`config.mk`:
```
export PLATFORM = sky130hd
export DESIGN_NAME = crockford_base32_ulid_decoder
export DESIGN_NICKNAME = d
export VERILOG_FILES = /design/src/crb32_pkg.sv /design/src/crb32_sym_decode.sv /design/src/crockford_base32_ulid_decoder.sv
export SDC_FILE = /design/constraint.sdc
export NUM_CORES = 1
export LEC_CHECK = 0
export ABC_AREA = 0
export BUFFER_PORTS_ARGS = -buffer_cell sky130_fd_sc_hd__buf_2
export CORE_ASPECT_RATIO = 1.75
export CORE_MARGIN = 1.5
export CORE_UTILIZATION = 50
export DETAILED_ROUTE_END_ITERATION = 8
export PLACE_DENSITY = 0.69
export SYNTH_ARGS = -nofsm -noshare
export SYNTH_HDL_FRONTEND = slang
export SYNTH_HIERARCHICAL = 1
export SYNTH_SLANG_ARGS = --single-unit
```
`constraint.sdc`:
```
create_clock -name clk -period 6.4 [get_ports clk]
set_input_delay 0.96 -clock clk [delete_from_list [all_inputs] [get_ports clk]]
set_output_delay 0.96 -clock clk [all_outputs]
set_load 0.02 [all_outputs]
```
`src/crb32_pkg.sv`:
```
// ----------------------------------------------------------------------------
// crb32_pkg
// shared types for the crockford base32 identifier decoder
// ----------------------------------------------------------------------------
package crb32_pkg;

	// verdict codes carried on the status field
	typedef enum logic [1:0] {
		ST_OK      = 2'd0,
		ST_BADCHAR = 2'd1,
		ST_LENGTH  = 2'd2
	} status_t;

	// one decoded symbol: 5-bit value and whether the character is in the alphabet
	typedef struct packed {
		logic       ok;
		logic [4:0] val;
	} sym_t;

	localparam int SYM_BITS  = 5;
	localparam int BYTE_BITS = 8;

	// offset between lower and upper case ascii letters
	localparam logic [7:0] CASE_OFFSET = 8'd32;

endpackage

```
`src/crb32_sym_decode.sv`:
```
// ----------------------------------------------------------------------------
// crb32_sym_decode
// maps one ascii character to its crockford base32 symbol value
// ----------------------------------------------------------------------------
module crb32_sym_decode (
	input  logic [7:0]      char_code,
	output crb32_pkg::sym_t sym
);

	logic [7:0] up;

	always_comb begin
		// fold lower case onto upper case
		up = char_code;
		if (char_code inside {["a":"z"]}) begin
			up = char_code - crb32_pkg::CASE_OFFSET;
		end

		sym.ok  = 1'b1;
		sym.val = '0;
		case (up) inside
			["0":"9"]: sym.val = 5'(up - 8'("0"));
			["A":"H"]: sym.val = 5'(up - 8'("A") + 8'd10);
			"I", "L":  sym.val = 5'd1;
			["J":"K"]: sym.val = 5'(up - 8'("J") + 8'd18);
			["M":"N"]: sym.val = 5'(up - 8'("M") + 8'd20);
			"O":       sym.val = 5'd0;
			["P":"T"]: sym.val = 5'(up - 8'("P") + 8'd22);
			["V":"Z"]: sym.val = 5'(up - 8'("V") + 8'd27);
			default:   sym.ok  = 1'b0;  // U and anything outside the alphabet
		endcase
	end

endmodule

```
`src/crockford_base32_ulid_decoder.sv`:
```
// ----------------------------------------------------------------------------
// crockford_base32_ulid_decoder
// Streaming Crockford base32 decoder for fixed-length text identifiers. One
// ASCII character is taken per beat; lower case is accepted, I and L read as
// 1, O reads as 0, and U or anything else is an invalid character. Each
// character adds 5 bits, most significant first, and every full 8 bits are
// returned as a byte together with its position. Every character beat gives
// exactly one result beat; the beat that carries end_of_string gives done_res
// and the verdict for the whole string in status (0 ok, 1 invalid character,
// 2 wrong length), after which the decoder is clear for the next string. A
// string must hold exactly STRING_LENGTH characters and yield exactly
// BYTE_COUNT bytes; leftover bits at the end are dropped. Throughput is one
// character per clock while results are taken: each character is decoded
// into an input register, then the accumulator logic updates the running
// state and fills the result register, which offers the result. The input
// register takes one more character while a result waits to be taken;
// after that char_ready stays low until the result is taken.
// ----------------------------------------------------------------------------
module crockford_base32_ulid_decoder #(
	parameter int STRING_LENGTH = 26,
	parameter int BYTE_COUNT    = 16
) (
	input  logic       clk,
	input  logic       arst_n,
	// character channel
	input  logic       char_valid,
	output logic       char_ready,
	input  logic [7:0] char_code,
	input  logic       end_of_string,
	// result channel
	output logic       res_valid,
	input  logic       res_ready,
	output logic       byte_valid,
	output logic [7:0] data_byte,
	output logic [3:0] byte_index,
	output logic       done_res,
	output logic [1:0] status
);

	// character count saturates one past the nominal length
	localparam int CW = $clog2(STRING_LENGTH + 2);
	localparam int OW = $clog2(BYTE_COUNT + 1);
	localparam logic [CW-1:0] STR_LEN   = CW'(STRING_LENGTH);
	localparam logic [CW-1:0] STR_OVER  = CW'(STRING_LENGTH + 1);
	localparam logic [OW-1:0] BYTE_CNT  = OW'(BYTE_COUNT);

	// ---------------- input stage: symbol lookup into register ----------------
	crb32_pkg::sym_t sym_in;
	crb32_pkg::sym_t sym_s1;
	logic            eos_s1;
	logic            valid_s1;
	logic            adv;       // stage 1 moves into the result register

	crb32_sym_decode u_sym (
		.char_code (char_code),
		.sym       (sym_in)
	);

	assign adv        = valid_s1 && (!res_valid || res_ready);
	assign char_ready = !valid_s1 || !res_valid || res_ready;

	always_ff @(posedge clk or negedge arst_n) begin
		if (!arst_n) begin
			valid_s1 <= 1'b0;
		end else if (char_ready) begin
			valid_s1 <= char_valid;
		end
	end

	always_ff @(posedge clk) begin
		if (char_valid && char_ready) begin
			sym_s1 <= sym_in;
			eos_s1 <= end_of_string;
		end
	end

	// ---------------- running string state ----------------
	logic [6:0]          lbits_q;   // leftover bits not yet forming a byte
	logic [2:0]          lcnt_q;    // how many leftover bits are held
	logic [CW-1:0]       ccnt_q;    // characters seen in this string
	logic [OW-1:0]       opos_q;    // bytes emitted in this string
	crb32_pkg::status_t  err_q;     // error latched so far

	// next-state and result logic
	logic [CW-1:0]       cc_nx;
	logic [OW-1:0]       op_nx;
	logic [6:0]          lb_nx;
	logic [2:0]          lc_nx;
	crb32_pkg::status_t  err_nx;
	logic [11:0]         acc;
	logic [3:0]          cnt;
	logic [2:0]          rem;
	logic                emit;
	logic [7:0]          bval;
	logic [OW+3:0]       op_ext;

	assign acc    = {lbits_q, sym_s1.val};
	assign cnt    = {1'b0, lcnt_q} + 4'(crb32_pkg::SYM_BITS);
	// bits left after the byte leaves, or all of them when no byte is complete
	assign rem    = cnt[2:0];
	assign op_ext = {4'b0, opos_q};

	always_comb begin
		cc_nx  = ccnt_q;
		op_nx  = opos_q;
		lb_nx  = lbits_q;
		lc_nx  = lcnt_q;
		err_nx = err_q;
		emit   = 1'b0;
		bval   = '0;

		if (ccnt_q <= STR_LEN) begin
			cc_nx = ccnt_q + CW'(1);
		end
		// too many characters: everything up to the end mark is swallowed
		if (cc_nx > STR_LEN) begin
			err_nx = crb32_pkg::ST_LENGTH;
		end

		if (err_nx == crb32_pkg::ST_OK) begin
			if (!sym_s1.ok) begin
				err_nx = crb32_pkg::ST_BADCHAR;
			end else begin
				if (cnt[3]) begin
					// a full byte has gathered
					if (opos_q >= BYTE_CNT) begin
						err_nx = crb32_pkg::ST_LENGTH;
					end else begin
						emit  = 1'b1;
						bval  = 8'(acc >> rem);
						op_nx = opos_q + OW'(1);
					end
				end
				lb_nx = 7'(acc & ((12'd1 << rem) - 12'd1));
				lc_nx = rem;
			end
		end

		// end mark: the count of characters and bytes must both be exact
		if (eos_s1 && (cc_nx != STR_LEN || op_nx != BYTE_CNT)) begin
			err_nx = crb32_pkg::ST_LENGTH;
		end
	end

	always_ff @(posedge clk or negedge arst_n) begin
		if (!arst_n) begin
			lbits_q <= '0;
			lcnt_q  <= '0;
			ccnt_q  <= '0;
			opos_q  <= '0;
			err_q   <= crb32_pkg::ST_OK;
		end else if (adv) begin
			if (eos_s1) begin
				// string finished: clear for the next one
				lbits_q <= '0;
				lcnt_q  <= '0;
				ccnt_q  <= '0;
				opos_q  <= '0;
				err_q   <= crb32_pkg::ST_OK;
			end else begin
				lbits_q <= lb_nx;
				lcnt_q  <= lc_nx;
				ccnt_q  <= cc_nx;
				opos_q  <= op_nx;
				err_q   <= err_nx;
			end
		end
	end

	// ---------------- result register ----------------
	logic       res_valid_q;
	logic       bvalid_q;
	logic [7:0] bval_q;
	logic [3:0] bidx_q;
	logic       done_q;
	logic [1:0] status_q;

	always_ff @(posedge clk or negedge arst_n) begin
		if (!arst_n) begin
			res_valid_q <= 1'b0;
		end else if (adv) begin
			res_valid_q <= 1'b1;
		end else if (res_ready) begin
			res_valid_q <= 1'b0;
		end
	end

	always_ff @(posedge clk) begin
		if (adv) begin
			bvalid_q <= emit;
			bval_q   <= bval;
			bidx_q   <= emit ? op_ext[3:0] : 4'd0;
			done_q   <= eos_s1;
			status_q <= err_nx;
		end
	end

	assign res_valid  = res_valid_q;
	assign byte_valid = bvalid_q;
	assign data_byte  = bval_q;
	assign byte_index = bidx_q;
	assign done_res   = done_q;
	assign status     = status_q;

	// ---------------- assertions ----------------
	// a byte is never emitted after an invalid character was seen
	assert property (@(posedge clk) disable iff (!arst_n)
		res_valid && byte_valid |-> status != crb32_pkg::ST_BADCHAR)
		else $error("byte emitted alongside invalid character status");

	// no leftover bit is set above the leftover count
	assert property (@(posedge clk) disable iff (!arst_n)
		(lbits_q >> lcnt_q) == 7'd0)
		else $error("leftover bits above leftover count");

	// counters stay inside their limits
	assert property (@(posedge clk) disable iff (!arst_n)
		opos_q <= BYTE_CNT && ccnt_q <= STR_OVER)
		else $error("string counters out of range");

	// the end mark leaves the decoder clear
	assert property (@(posedge clk) disable iff (!arst_n)
		adv && eos_s1 |=> ccnt_q == '0 && opos_q == '0 && err_q == crb32_pkg::ST_OK)
		else $error("state not cleared after end of string");

endmodule

```
==> summary.txt <==
======================================================================================
Run status                                                                   completed
Initial core utilization                                                        0.5139
Area inside the core boundary                                                 7182 um2
Top FF cell, synth                                                        sky130_fd_sc_hd__dfrtp_1
Hold path startpoint                                                      valid_s1$_DFFE_PN0N_
Cell with the biggest individual delay on the critical path               sky130_fd_sc_hd__o22ai_2
Remaining number of nets flagged by the antenna check after routing                  0
Launch instance of the worst register-to-register path                    lcnt_q[0]$_DFFE_PN0P_
Fraction of final layout cells with drive strength greater than 1               0.1860
CTS resizes                                                                          0
Critical Path Source Type                                                    input pin
Cells after DPL                                                                    492
Sinks on the clock net                                                              47
Maximum fanout along the worst path                                                  9
Number of warnings issued by yosys                                                   6
Die outline width                                                             67.95 um
GR Util met2                                                                    0.4712
Final Hold Violating Endpoints                                                       0
Overall Power                                                               0.001050 W
DIE AREA                                                                      7927 um2
Count of boundary I/O pins                                                          31
Worst skew pair latency                                                         300 ps
Number of buffers added for setup after CTS                                          0
Required time at the worst-slack endpoint                                      6540 ps
Crit Path Category                                                        input pin to flop
DR iter-0 viols                                                                    346
Number of detailed-route iterations in the first pass                                5
Clock slew at the register clock pins of the worst setup and hold paths          70 ps
HPWL after detailed placement                                                  6997 um
Final slew viol count                                                                0
Post-synthesis instance area                                                  3691 um2
Synth-to-Final Area Change                                                      9.525%
Number of H-tree levels                                                              2
Overall routed net length                                                      9520 um
Fin worst setup slack                                                          2839 ps
Setup repair after global routing missed its margin                                 no
Final RePlAce weighted congestion                                               0.9898
Number of antenna violations at the first check in global routing                    0
Transition time of the tightest slew-check pin                                911.8 ps
Overall die height                                                            116.7 um
Count of unique library cells instantiated by Yosys                                 80
Ratio of routed vias to standard cells                                           6.594
Worst-case headroom to the max-slew limit                                       0.3915
Fin Setup TNS                                                                     0 ps
Row count                                                                           41
Synth async-reset ratio                                                         0.5106
Final Non-Filler Cells                                                             500
Cell breakdown of the critical path                                       buf_2, inv_1, ha_1, nor4b_4, nand3_1, a32oi_2, nor3_1, o22ai_2, nand4_1, o211ai_1, o21bai_1
Wire length of the first global-routing pass                                  14990 um
Total congestion overflow after global routing                                       0
Period Utilization, post-route                                                  0.5564
Setup slack after placement                                                    2613 ps
Instance count of the mapped netlist                                               392
Fmax                                                                        0.2808 GHz
Root buf cell                                                             sky130_fd_sc_hd__clkbuf_16
Largest buffer count on any clock path                                               2
Worst Skew                                                                    11.18 ps
Maximum single-stage delay on the critical path                                 410 ps
Number of clock buffers inserted by TritonCTS                                        5
GRT Resource Usage Total                                                        0.2529
Leading cell type in the layout, fill and taps excluded                   sky130_fd_sc_hd__nand2_1
Arrival time reported for the critical path endpoint                           3700 ps
Category of the worst setup path capture point                                    flop
Post-synth net total                                                               428
Detailed-route wire length per cell                                           19.04 um
Gr busiest metal                                                                  met2
Minimum period implied by the final worst setup slack                          3561 ps
Number of antenna repair diodes                                                      0
CTS Hold Buffers Added                                                               0
Count of buffers from port buffering                                                30
Most used cells in the layout excluding fill and tap cells                42 x sky130_fd_sc_hd__nand2_1, 34 x sky130_fd_sc_hd__a21oi_1, 30 x sky130_fd_sc_hd__buf_2
Timing startpoint of the critical path                                    char_code[1]
Max VDD drop                                                               0.0001006 V
Number of global-route vias before repair                                         3135
Hold Path Class                                                           flop to flop
Crit-path leading delay family                                            compound AO/OA/AOI/OAI gates
Flop and latch count out of synthesis                                               47
Synthesized area per cell                                                    9.416 um2
Met3 usage                                                                     0.04239
Number of enable-type register cells in the synthesized netlist                     23
Vias                                                                              3297
Max-capacitance violation count                                                      0
Clock tree from TritonCTS                                                         done
Leakage power summed over all cells                                           1.656 nW
Crit path buf inv count                                                              2
Sequential share of the synthesized area                                        0.3498
Setup-violating endpoint count in the final report                                   0
Pin count of the biggest net entering global routing                                28
Power density over the cells                                              259.7 nW/um2
Drc violations                                                                       0
Layout Utilization                                                              0.5629
Met1 Usage GRT                                                                  0.2440
Final-stage net count                                                              449
======================================================================================
## sequential cells by signal (all words and copies together) (netlist names)
register    flops
acc             5
byte_index      4
byte_valid      1
ccnt_q          5
data_byte       8
done_res        1
eos_s1          1
err_q           2
lbits_q         7
lcnt_q          3
opos_q          5
res_valid       1
status          2
sym_s1          1
valid_s1        1
## power by group
part	internal (W)	switching, W
clock network	0.000194	0.000111
registers	0.000354	0.0000480
logic	0.000144	0.000198
## cells in the mapped netlist, drive strengths merged, types with 7 or more instances
cell,number,area [um2]
nand3,7,35.03
nand2b,11,68.82
clkbuf,9,33.78
dfrtp,24,600.6
nor2,29,108.9
nor3,13,70.07
ha,23,287.8
nand2,42,157.7
edfxtp,23,690.7
a21oi,34,170.2
xnor2,7,61.31
mux4,7,157.7
o21ai,20,100.1
o22ai,7,70.06
inv,24,90.08
buf,9,61.31
## layer usage
metal	vias up	wire (um)
met5	-	0
met3	51	462
met1	1572	3311
li1	1500	-
met2	174	5207
met4	0	539
## through the flow
step	hold slack [ps]	cell area, um2
2_1_floorplan	456.9	3691
3_3_place_gp	470.0	3869
3_5_place_dp	492.6	3869
4_1_cts	493.8	4043
5_1_grt	527.6	4043
6_report	489.6	4043
## kinds of logic (layout without fill, tap and decap cells)
kind of cell,count (synthesis),after routing,share of synthesized area
and+or+nand+nor,134,134,0.1881
AOI/OAI and AO/OA,122,122,0.2437
DFF,47,47,0.3498
buffers and inverters,42,64,0.05017
adders and majority gates,23,23,0.07797
muxes,15,15,0.06881
xor gates and xnor gates,9,9,0.02136
## path summary, 6_finish.rpt
| kind | endpoint | slack (ps) | cells after the start |
|---|---|---|---|
| setup / recovery | acc[3]$_DFFE_PP_ | 2840 | 11 |
| setup reg to reg | data_byte[6]$_SDFFCE_PP0P_ | 3470 | 5 |
| min in group asynchronous | ccnt_q[1]$_DFFE_PN0P_ | 660 | 1 |
| max in group asynchronous | lbits_q[5]$_DFFE_PN0P_ | 5340 | 1 |
| hold / removal | res_valid$_DFFE_PN0P_ | 490 | 1 |
| hold reg to reg | res_valid$_DFFE_PN0P_ | 490 | 1 |
## final cells by class
| class | instances | area, um2 |
|---|---|---|
| Fill cell | 646 | 3139 |
| Multi-Input combinational cell | 303 | 2215 |
| Inverter | 24 | 90.09 |
| Tap cell | 86 | 107.6 |
| Clock buffer | 6 | 138.9 |
| Timing Repair Buffer | 32 | 165.2 |
| Clock inverter | 2 | 35.03 |
| Sequential cell | 47 | 1291 |
Note: power is estimated with default switching activity, not from simulation.
